==> src/design/cfr_div.sv <==
`timescale 1ns / 1ps
// ----------------------------------------------------------------------------
// cfr_div
// Pipelined restoring divider. Produces QuoW quotient bits, StepsPerStage
// bits per register stage. The dividend must be below den << QuoW.
// ----------------------------------------------------------------------------
module cfr_div #(
  parameter int unsigned NumW          = 32,
  parameter int unsigned DenW          = 16,
  parameter int unsigned QuoW          = 23,
  parameter int unsigned StepsPerStage = 2,
  parameter int unsigned SideW         = 1
) (
  input  logic             clk_i,
  input  logic             rst_ni,
  input  logic             adv_i,
  input  logic             in_valid_i,
  input  logic [NumW-1:0]  num_i,
  input  logic [DenW-1:0]  den_i,
  input  logic [SideW-1:0] side_i,
  output logic             out_valid_o,
  output logic [QuoW-1:0]  quo_o,
  output logic [SideW-1:0] side_o
);

  localparam int unsigned RemW      = DenW + QuoW;
  localparam int unsigned NumStages = (QuoW + StepsPerStage - 1) / StepsPerStage;

  logic             valid_q [NumStages];
  logic [RemW-1:0]  rem_q   [NumStages];
  logic [DenW-1:0]  den_q   [NumStages];
  logic [QuoW-1:0]  quo_q   [NumStages];
  logic [SideW-1:0] side_q  [NumStages];

  logic [RemW-1:0]  rem_d   [NumStages];
  logic [QuoW-1:0]  quo_d   [NumStages];
  logic [DenW-1:0]  den_d   [NumStages];

  always_comb begin
    int unsigned step;
    int unsigned pos;
    logic [RemW-1:0] trial;
    for (int st = 0; st < NumStages; st++) begin
      if (st == 0) begin
        rem_d[st] = RemW'(num_i);
        quo_d[st] = '0;
        den_d[st] = den_i;
      end else begin
        rem_d[st] = rem_q[st-1];
        quo_d[st] = quo_q[st-1];
        den_d[st] = den_q[st-1];
      end
      for (int j = 0; j < StepsPerStage; j++) begin
        step = st * StepsPerStage + j;
        if (step < QuoW) begin
          pos   = QuoW - 1 - step;
          trial = RemW'(den_d[st]) << pos;
          if (rem_d[st] >= trial) begin
            rem_d[st] = rem_d[st] - trial;
            quo_d[st] = quo_d[st] | (QuoW'(1) << pos);
          end
        end
      end
    end
  end

  always_ff @(posedge clk_i or negedge rst_ni) begin
    if (!rst_ni) begin
      for (int st = 0; st < NumStages; st++) valid_q[st] <= 1'b0;
    end else if (adv_i) begin
      for (int st = 0; st < NumStages; st++) begin
        if (st == 0) valid_q[st] <= in_valid_i;
        else         valid_q[st] <= valid_q[st-1];
      end
    end
  end

  always_ff @(posedge clk_i) begin
    if (adv_i) begin
      for (int st = 0; st < NumStages; st++) begin
        rem_q[st] <= rem_d[st];
        quo_q[st] <= quo_d[st];
        den_q[st] <= den_d[st];
        if (st == 0) side_q[st] <= side_i;
        else         side_q[st] <= side_q[st-1];
      end
    end
  end

  assign out_valid_o = valid_q[NumStages-1];
  assign quo_o       = quo_q[NumStages-1];
  assign side_o      = side_q[NumStages-1];

endmodule

==> config.mk <==
export PLATFORM = sky130hd
export DESIGN_NAME = cfr_div
export DESIGN_NICKNAME = d
export VERILOG_FILES = /design/src/design/cfr_div.sv
export SDC_FILE = /design/constraint.sdc
export NUM_CORES = 2
export LEC_CHECK = 0
export ABC_CLOCK_PERIOD_IN_PS = 7700
export CAP_MARGIN = 20
export CORE_ASPECT_RATIO = 1.75
export CORE_MARGIN = 2
export CORE_UTILIZATION = 55
export DETAILED_ROUTE_END_ITERATION = 10
export DONT_BUFFER_PORTS = 1
export PLACE_DENSITY_LB_ADDON = 0.2
export REMOVE_ABC_BUFFERS = 1
export SLEW_MARGIN = 20
export SYNTH_ARGS = -nofsm -noshare
export SYNTH_HDL_FRONTEND = slang
export SYNTH_SLANG_ARGS = --single-unit
==> constraint.sdc <==
create_clock -name clk_i -period 7.7 [get_ports clk_i]
set_clock_uncertainty 0.15 [all_clocks]
set_input_delay 2.31 -clock clk_i [delete_from_list [all_inputs] [get_ports clk_i]]
set_output_delay 2.31 -clock clk_i [all_outputs]
set_load 0.02 [all_outputs]
==> flow_summary_export.csv <==
group,metric,value,unit
place,gp_congestion,0.951,
worst_setup_path,path_class,"in -> reg",
worst_setup_path,slowest_delay,0.55,ns
clock_tree,cts_tree,"yes",
global_route,grt_first_pass_wirelength,211000,um
worst_setup_path,worstSetupStartpointType,"input pin",
timing,hold_viol_final,0,
timing,slew_headroom,0.220,
timing,tightestPinTransition,1.16,ns
die,ioPinCount,78,
place,io_buffers,0,
clock_tree,clock_sinks,784,
pwr,swShare,0.424,
global_route,grt.overflow.total,0,
pwr,pwr-share-clk,0.158,
pwr,p_total,24.1,mW
worst_setup_path,cpLargestDelayFamily,"simple AND/OR/NAND/NOR gates",
synth,syn_area_per_cell,10.3,um2
place,dp_cells,6184,
synth,synth_ff_type,"edfxtp_1",
worst_hold_path,hold_path.class,"reg -> reg",
clock_tree,cts.repair.resized,0,
worst_setup_path,worst_ep_arrival_time,7.59,ns
route,drc,0,
global_route,grt.total_usage,0.284,
worst_setup_path,cp-end-kind,"flop",
route,wl_per_cell,22.1,um
route,vias_per_cell,6.09,
pwr,p_leak,21.6,nW
route,vias,38548,
clock_tree,clockBufferDepth,3,
synth,ys_types,108,
route,drtIter0Drc,2048,
synth,yosys_warnings,0,
clock_tree,cts-root-buf,"clkbuf_16",
status,status,"complete, no violations",
route,wirelength,140000,um
run,cap_violations,0,
synth,synth_area,51300,um2
synth,synth_largest_area_cell,"edfxtp_1",
die,core-area,92800,um2
timing,fin_crit_sh,0.949,
cells_and_area,antenna_cells,0,
timing,period_minus_slack,7.30,ns
pwr,ir_drop,0.308,mV
synth,synth.ff_latch_count,784,
cells_and_area,nets,5502,
clock_tree,htreeDepth,3,
worst_setup_path,critPathMostFrequentCell,"a21oi_1",
timing,fmax,137,MHz
global_route,grt_pass1_vias,39899,
pwr,seq_power_share,0.286,
worst_setup_path,cp_max_fo,17,
synth,async_flop_share,0.0153,
timing,setup_viol,0,
clock_tree,cts_hold_buf,0,
synth,yosysSeqAreaShare,0.458,
timing,maxSlewViolCount,0,
global_route,grt_max_degree,785,
die,dieArea,95700,um2
pwr,pwr-share-comb,0.556,
worst_setup_path,critPathSlowestCell,"or4_1",
timing,rsz0062_at_grt,"no",
route,ant_nets,0,
route,firstDrtPassIters,7,
pwr,switchingPower,10.2,mW
worst_setup_path,worstPathCellList,"or4_1 -> nor4_2 -> buf_4 -> inv_1 -> nor4_1 -> or3_1 -> o21ai_2 -> nand2_1 -> o21ai_0 -> fa_1 -> a21o_1 -> a21oi_1 -> o21bai_1 -> a21oi_1 -> o21bai_1 -> a21oi_1 -> o211ai_1 -> a31oi_1 -> nor2b_1 -> o21a_1 -> or4_1 -> buf_12 -> mux2_2",
place,hpwl,110000,um
synth,synth_edf_count,772,
synth,synth_top_area_frac,0.452,
die,die_x,235,um
pwr,internal_power,13.9,mW
die,start_util,0.552,
worst_setup_path,worstPathRequired,7.98,ns
cells_and_area,drive_gt1_frac,0.0891,
synth,synth_area_leaders,"edfxtp_1 (45%), ha_1 (8.8%), xnor2_1 (5.1%)",
global_route,antenna_found_initial,0,
cells_and_area,layoutNonFillerInstCount,6327,
cells_and_area,syn_to_final_growth,9.46,%
synth,netlist_instances,4952,
worst_setup_path,path_buf_inv,3,
pwr,power_density,430,nW/um2
clock_tree,clk_latency,0.70,ns
clock_tree,numCtsBuffers,75,
clock_tree,clk_pin_slew_worst_paths,0.07,ns
die,num_rows,148,
clock_tree,post_cts_buffers,0,
die,die_h,408,um
[worst paths after layout]
path                       slack [ns]           end  cells after the start          from
hold / removal                   0.26  quo_q[2][67]                      0  quo_q[2][44]
max in group asynchronous        6.18    valid_q[5]                      0        rst_ni
setup / recovery                 0.40  rem_q[0][27]                     23      num_i[2]
hold reg to reg                  0.26  quo_q[2][67]                      0  quo_q[2][44]
setup reg to reg                 0.46  rem_q[4][28]                     21   den_q[3][2]
min in group asynchronous        1.15    valid_q[2]                      0        rst_ni
[Yosys cell counts (39+ instances only)]
library cell / n
nand2b_1: 54
nor2_1: 380
o21ai_0: 226
ha_1: 362
edfxtp_1: 772
o21bai_1: 45
a21oi_1: 404
nor4_1: 90
o21a_1: 44
nand2_1: 338
a211oi_1: 61
o31ai_1: 41
nand3_1: 101
nand4_1: 100
a31oi_1: 39
inv_1: 345
nor2b_1: 63
a21o_1: 150
mux2_2: 111
or3_1: 61
xor2_1: 145
nor3_1: 108
clkbuf_1: 73
xnor2_1: 296
[registers in the layout, summed over array words and instances, names as in the netlist]
signal,cells
rem_q,429
den_q,176
quo_q,155
side_q,12
valid_q,11
out_valid_o,1
[per-stage QoR]
stage / utilization / hold WS [ns] / setup TNS [ns] / worst slack (ns) / cell area, um2
final: 0.605 / 0.255 / 0 / 0.395 / 56100
after CTS: 0.603 / 0.249 / 0 / 0.162 / 56000
after global routing: 0.605 / 0.260 / 0 / 0.0427 / 56100
after floorplan: - / 0.250 / -17.67 / -1.02 / 50800
after global placement: 0.576 / 0.250 / -7.99 / -0.510 / 53400
after detailed placement: 0.576 / 0.255 / -8.51 / -0.543 / 53400
[routing by layer]
metal	global-route usage	wire [um]
met1	0.213	39800
met5	0	0
met3	0.0325	3760
met4	0.284	15700
met2	0.583	80200
[power by group through the flow]
stage          logic, mW  clock network [mW]  registers [mW]
2_1_floorplan       9.92                   0            6.64
3_3_place_gp        12.9                   0            6.94
3_5_place_dp        13.1                   0            6.96
4_1_cts             13.2                3.88            6.87
5_1_grt             14.6                4.04            6.96
6_report            13.4                3.81            6.90
[cell type report]
type,count,area (um2)
Clock inverter,58,639
Inverter,350,1310
Multi-Input combinational cell,3713,26000
Sequential cell,784,23500
Clock buffer,81,1900
Timing Repair Buffer,141,1220
Fill cell,7757,36700
Tap cell,1200,1500
[logic make-up (layout without fill, tap and decap cells)]
kind of cell | Yosys count | count (layout) | synth area share
AOI/OAI and AO/OA | 1203 | 1203 | 0.149
xor gates and xnor gates | 442 | 442 | 0.0757
adders and majority gates | 384 | 384 | 0.0970
buffers and inverters | 455 | 630 | 0.0346
DFF | 784 | 784 | 0.458
muxes | 126 | 126 | 0.0275
and+or+nand+nor | 1558 | 1558 | 0.158
[layout by cell type (no fill, tap or decap), types with 25 or more instances in the layout]
master	n
edfxtp_1	772
a21oi_1	404
nor2_1	380
ha_1	362
inv_1	345
nand2_1	338
xnor2_1	296
o21ai_0	222
a21o_1	150
xor2_1	145
buf_4	130
mux2_2	111
nor3_1	108
nand3_1	101
nand4_1	100
nor4_1	85
clkbuf_16	75
nor2b_1	63
or3_1	61
a211oi_1	61
nand2b_1	54
o21bai_1	45
o21a_1	44
o31ai_1	41
a31oi_1	39
or4_1	35
and3_1	35
and2_1	35
or2_2	27
nor4b_1	25
Note: power is estimated with default switching activity, not from simulation.
