### config.mk
export PLATFORM = sky130hd
export DESIGN_NAME = cfr_sqrt
export DESIGN_NICKNAME = d
export VERILOG_FILES = /design/src/design/cfr_sqrt.sv
export SDC_FILE = /design/constraint.sdc
export NUM_CORES = 2
export LEC_CHECK = 0
export ABC_AREA = 1
export BUFFER_PORTS_ARGS = -buffer_cell sky130_fd_sc_hd__buf_2
export CAP_MARGIN = 20
export CORE_MARGIN = 4
export CORE_UTILIZATION = 40
export CTS_BUF_LIST = sky130_fd_sc_hd__clkbuf_16
export DETAILED_ROUTE_END_ITERATION = 16
export PLACE_DENSITY = 0.6
export SLEW_MARGIN = 15
export SYNTH_ARGS = -nofsm -noshare
export SYNTH_HDL_FRONTEND = slang
export SYNTH_SLANG_ARGS = --single-unit
### constraint.sdc
create_clock -name clk_i -period 5.9 [get_ports clk_i]
set_input_delay 1.18 -clock clk_i [delete_from_list [all_inputs] [get_ports clk_i]]
set_output_delay 1.18 -clock clk_i [all_outputs]
set_load 0.01 [all_outputs]
### src/design/cfr_sqrt.sv
`timescale 1ns / 1ps
// ----------------------------------------------------------------------------
// cfr_sqrt
// Pipelined floor square root, digit by digit. RootW result bits,
// StepsPerStage bits per register stage.
// ----------------------------------------------------------------------------
module cfr_sqrt #(
  parameter int unsigned RootW         = 30,
  parameter int unsigned StepsPerStage = 1,
  parameter int unsigned SideW         = 1
) (
  input  logic               clk_i,
  input  logic               rst_ni,
  input  logic               adv_i,
  input  logic               in_valid_i,
  input  logic [2*RootW-1:0] val_i,
  input  logic [SideW-1:0]   side_i,
  output logic               out_valid_o,
  output logic [RootW-1:0]   root_o,
  output logic [SideW-1:0]   side_o
);

  localparam int unsigned ValW      = 2 * RootW;
  localparam int unsigned NumStages = (RootW + StepsPerStage - 1) / StepsPerStage;

  logic             valid_q [NumStages];
  logic [ValW-1:0]  rem_q   [NumStages];
  logic [RootW-1:0] root_q  [NumStages];
  logic [SideW-1:0] side_q  [NumStages];

  logic [ValW-1:0]  rem_d   [NumStages];
  logic [RootW-1:0] root_d  [NumStages];

  always_comb begin
    int unsigned step;
    int unsigned pos;
    logic [ValW-1:0] trial;
    for (int st = 0; st < NumStages; st++) begin
      if (st == 0) begin
        rem_d[st]  = val_i;
        root_d[st] = '0;
      end else begin
        rem_d[st]  = rem_q[st-1];
        root_d[st] = root_q[st-1];
      end
      for (int j = 0; j < StepsPerStage; j++) begin
        step = st * StepsPerStage + j;
        if (step < RootW) begin
          pos = RootW - 1 - step;
          // (r + 2^pos)^2 - r^2, with r holding only bits above pos
          trial = (ValW'(root_d[st]) << (pos + 1)) | (ValW'(1) << (2 * pos));
          if (rem_d[st] >= trial) begin
            rem_d[st]  = rem_d[st] - trial;
            root_d[st] = root_d[st] | (RootW'(1) << pos);
          end
        end
      end
    end
  end

  always_ff @(posedge clk_i or negedge rst_ni) begin
    if (!rst_ni) begin
      for (int st = 0; st < NumStages; st++) valid_q[st] <= 1'b0;
    end else if (adv_i) begin
      for (int st = 0; st < NumStages; st++) begin
        if (st == 0) valid_q[st] <= in_valid_i;
        else         valid_q[st] <= valid_q[st-1];
      end
    end
  end

  always_ff @(posedge clk_i) begin
    if (adv_i) begin
      for (int st = 0; st < NumStages; st++) begin
        rem_q[st]  <= rem_d[st];
        root_q[st] <= root_d[st];
        if (st == 0) side_q[st] <= side_i;
        else         side_q[st] <= side_q[st-1];
      end
    end
  end

  assign out_valid_o = valid_q[NumStages-1];
  assign root_o      = root_q[NumStages-1];
  assign side_o      = side_q[NumStages-1];

endmodule

==> out/metrics.yaml <==
status:
  outcome: "finished clean"
place:
  place.gp.congestion: 0.9742
  dp_hpwl_mm: 322.7
  dp.cells: 19023
  place_ws_ns: 2.062
  port_buffers: 96
  postPlaceCellArea_sq_um: 133000
route:
  drcViolationCount: 0
  final_antenna_net_count: 0
  drt_iter0_drc: 8969
  finalWirelength_mm: 400.4
  post_drt_wl_per_cell_microns: 20.53
  drtPass1Iterations: 7
  vias_per_cell: 5.133
  vias: 100114
cts:
  clk_pin_slew_worst_paths_ns: 0.06
  hold_buffers: 0
  htreeDepth: 5
  cts-root-buf: "clkbuf_16"
  postCtsSetupRepairBufs: 0
  cts_made_buffers: 264
  cts_sinks: 2265
  cts_tree: "yes"
  clk_path_buf_depth: 4
  clk_latency_ns: 0.91
  ctsResizeCount: 0
logic_synthesis:
  synth_edf_count: 2235
  yosys.area_share.simple: 0.2582
  muxShareOfSynthArea: 0
  netlist.area_leader.share: 0.5268
  async_reset_ff_frac: 0.01325
  syn_area_sq_um: 127400
  synth_compound_area_frac: 0.05813
  synth_top_family_by_area: "simple AND/OR/NAND/NOR gates"
  ys_types: 61
  synth_seq_cells: 2265
  synth_area_leaders: "edfxtp_1 (53%), nand2_1 (13%), inv_1 (6.6%)"
  synthesis.instances: 14823
  synth_warnings: 0
  syn_nets: 15381
  synth_fa_ha_area_frac: 0.04841
  synth_xor_area_frac: 0.02915
  synth_top_cell_by_area: "edfxtp_1"
  synth_ff_type: "edfxtp_1"
  ys_seq_area_frac: 0.5327
  synth_area_per_cell_sq_um: 8.595
critical_path:
  r2r_start: "rem_q[1][90]$_DFFE_PP_"
  crit_chain: "ha_1 > nand2_1 > nor2_1 > nand2_1 > nor2_1 > nand3_1 > nand2_1 > inv_1 > nand2_1 > inv_2 > nand2_1 > o21ai_0"
  crit_family: "simple AND/OR/NAND/NOR gates"
  rr_worst_depth: 12
  crit_fanout: 46
  cp.arrival_ns: 4.58
  r2r_end: "rem_q[1][143]$_DFFE_PP_"
  cpMaxStageDelayCell: "nand2_1"
  max_stage_delay_ns: 0.55
  start_kind: "flip-flop"
  setup.worst_path.end_class: "flip-flop"
  critPathRequiredTime_ns: 6.50
  r2r_slack_ns: 1.92
  path_class: "reg2reg"
  critPathBufInv: 2
  crit_path_frequent_cell: "nand2_1"
cells_and_area:
  stdcell_area_sq_um: 141400
  area_delta_synth_final_pct: 10.96
  multiInputGateArea_sq_um: 50210
  fill_cells: 30973
  seqCellArea_sq_um: 67870
  drive_above_1_share: 0.04780
  nets: 15688
  fin_cells: 19503
timing:
  slew_headroom: 0.3139
  fin_skew_ns: 0.08529
  setup_slack_ns: 1.922
  period_share: 0.6743
  post-route-min-period_ns: 3.978
  whs_ns: 0.3684
  finalSetupViolations: 0
  tns_ns: 0
  tightest_slew_ns: 1.028
  fmax_mhz: 251.4
  rsz0062_at_grt: "false"
  finalMaxSlewViolations: 0
  finalHoldViolCount: 0
run:
  cap_viol_max_count: 0
floorplan:
  row_count: 206
  io_pins: 97
  start_util: 0.4032
  die_height_microns: 572.4
  die_w_microns: 572.4
  core_sq_um: 316000
  dieArea_sq_um: 327600
worst_hold_path:
  hp-class: "in2async"
pwr:
  irDropWorstVdd_v: 0.0003128
  p_leak_nw: 60.92
  powerDensity_nw_per_um2: 367.8
grt:
  grt_usage: 0.2389
  gr-total-overflow: 0
  grt_max_degree: 163
  antenna_found_initial: 11
  grt_pass1_wl_mm: 592.6
  grt_pass1_vias: 95684
-- worst register-to-register path: stages, from the launching register on --
cell,delay [ns]
edfxtp_1,0.44
ha_1,0.37
nand2_1,0.21
nor2_1,0.41
nand2_1,0.29
nor2_1,0.19
nand3_1,0.18
nand2_1,0.14
inv_1,0.05
nand2_1,0.55
inv_2,0.54
nand2_1,0.21
o21ai_0,0.11
-- sequential cells by signal, summed over array words and instances, names as in the netlist --
| name | cells |
|---|---|
| root_q | 465 |
| rem_q | 1740 |
| side_q | 30 |
| out_valid_o | 1 |
| valid_q | 29 |
-- power by group --
group          internal, W  leakage [nW]  switching (W)  total [W]
logic              0.00431          34.8        0.00948     0.0138
clock network      0.00913          4.28        0.00674     0.0159
registers           0.0204          21.9        0.00195     0.0223
-- stage by stage --
step	total power, W	utilization
6_report	0.05200	0.4474
5_1_grt	0.05485	0.4474
4_1_cts	0.05223	0.4473
3_5_place_dp	0.03620	0.4207
3_3_place_gp	0.03622	0.4207
2_1_floorplan	0.03086	-
-- cell usage in the layout (no fill, tap or decap), types with 17 or more instances in the layout --
master,count
a21oi_2,29
o21ai_0,451
o21ai_2,23
edfxtp_1,2235
xor2_1,190
o21ai_1,67
a21oi_1,677
nor3_1,172
nor2_2,35
xnor2_1,234
a21o_1,27
a21boi_0,17
dfrtp_1,30
nand3_1,774
clkinv_2,34
nor2_1,1657
clkbuf_16,270
bufinv_16,17
nand4_1,294
nor4_1,150
buf_4,50
clkinv_1,49
or2_2,49
inv_1,2305
nand3b_1,124
ha_1,493
nand2_1,4538
buf_2,95
o21bai_1,43
-- worst max-delay path by stage --
stage | cells after the start | endpoint | slack, ns | from
3_3_place_gp | 11 | rem_q[1][506]$_DFFE_PP_ | 2.05 | root_q[1][239]$_DFFE_PP_
2_1_floorplan | 10 | rem_q[0][472]$_DFFE_PP_ | 3.70 | rem_q[0][409]$_DFFE_PP_
4_1_cts | 12 | rem_q[1][143]$_DFFE_PP_ | 2.01 | rem_q[1][90]$_DFFE_PP_
5_1_grt | 13 | rem_q[1][161]$_DFFE_PP_ | 1.74 | root_q[1][49]$_DFFE_PP_
3_5_place_dp | 12 | rem_q[1][143]$_DFFE_PP_ | 2.06 | rem_q[1][90]$_DFFE_PP_
6_report | 12 | rem_q[1][143]$_DFFE_PP_ | 1.92 | rem_q[1][90]$_DFFE_PP_
-- layout make-up --
type / instances / share of cell area
clock buffer: 270 / 0.04779
multi-input combinational: 10167 / 0.3552
sequential: 2265 / 0.4801
tap: 4160 / 0.03682
antenna: 8 / 0.0001416
inverter: 2271 / 0.06035
timing repair buffer: 161 / 0.008187
clock inverter: 201 / 0.01150
-- routing by layer --
metal / up-vias / part of all wire / global-route usage
met4: 4 / 0.036 / 0.07754
met5: - / 0.000067 / 0
li1: 49463 / - / -
met2: 3062 / 0.48 / 0.4148
met3: 620 / 0.058 / 0.03155
met1: 46965 / 0.42 / 0.3082
-- synth_stat cells (43+ instances only) --
| cell | n |
|---|---|
| a21oi_1 | 677 |
| nor3_1 | 172 |
| buf_2 | 58 |
| nor2_1 | 1659 |
| o21bai_1 | 43 |
| inv_1 | 2254 |
| nand4_1 | 294 |
| nor4_1 | 153 |
| o21ai_0 | 451 |
| xor2_1 | 190 |
| nand3b_1 | 124 |
| ha_1 | 493 |
| xnor2_1 | 234 |
| or2_2 | 49 |
| nand3_1 | 774 |
| nand2_1 | 4538 |
| o21ai_1 | 67 |
| edfxtp_1 | 2235 |
-- kinds of logic after synthesis --
| kind of cell | after synthesis |
|---|---|
| AOI/OAI and AO/OA | 1372 |
| xor gates and xnor gates | 424 |
| adders and majority gates | 493 |
| buffers and inverters | 2391 |
| DFF | 2265 |
| and+or+nand+nor | 7878 |
Power figures use the tool's default switching activity.
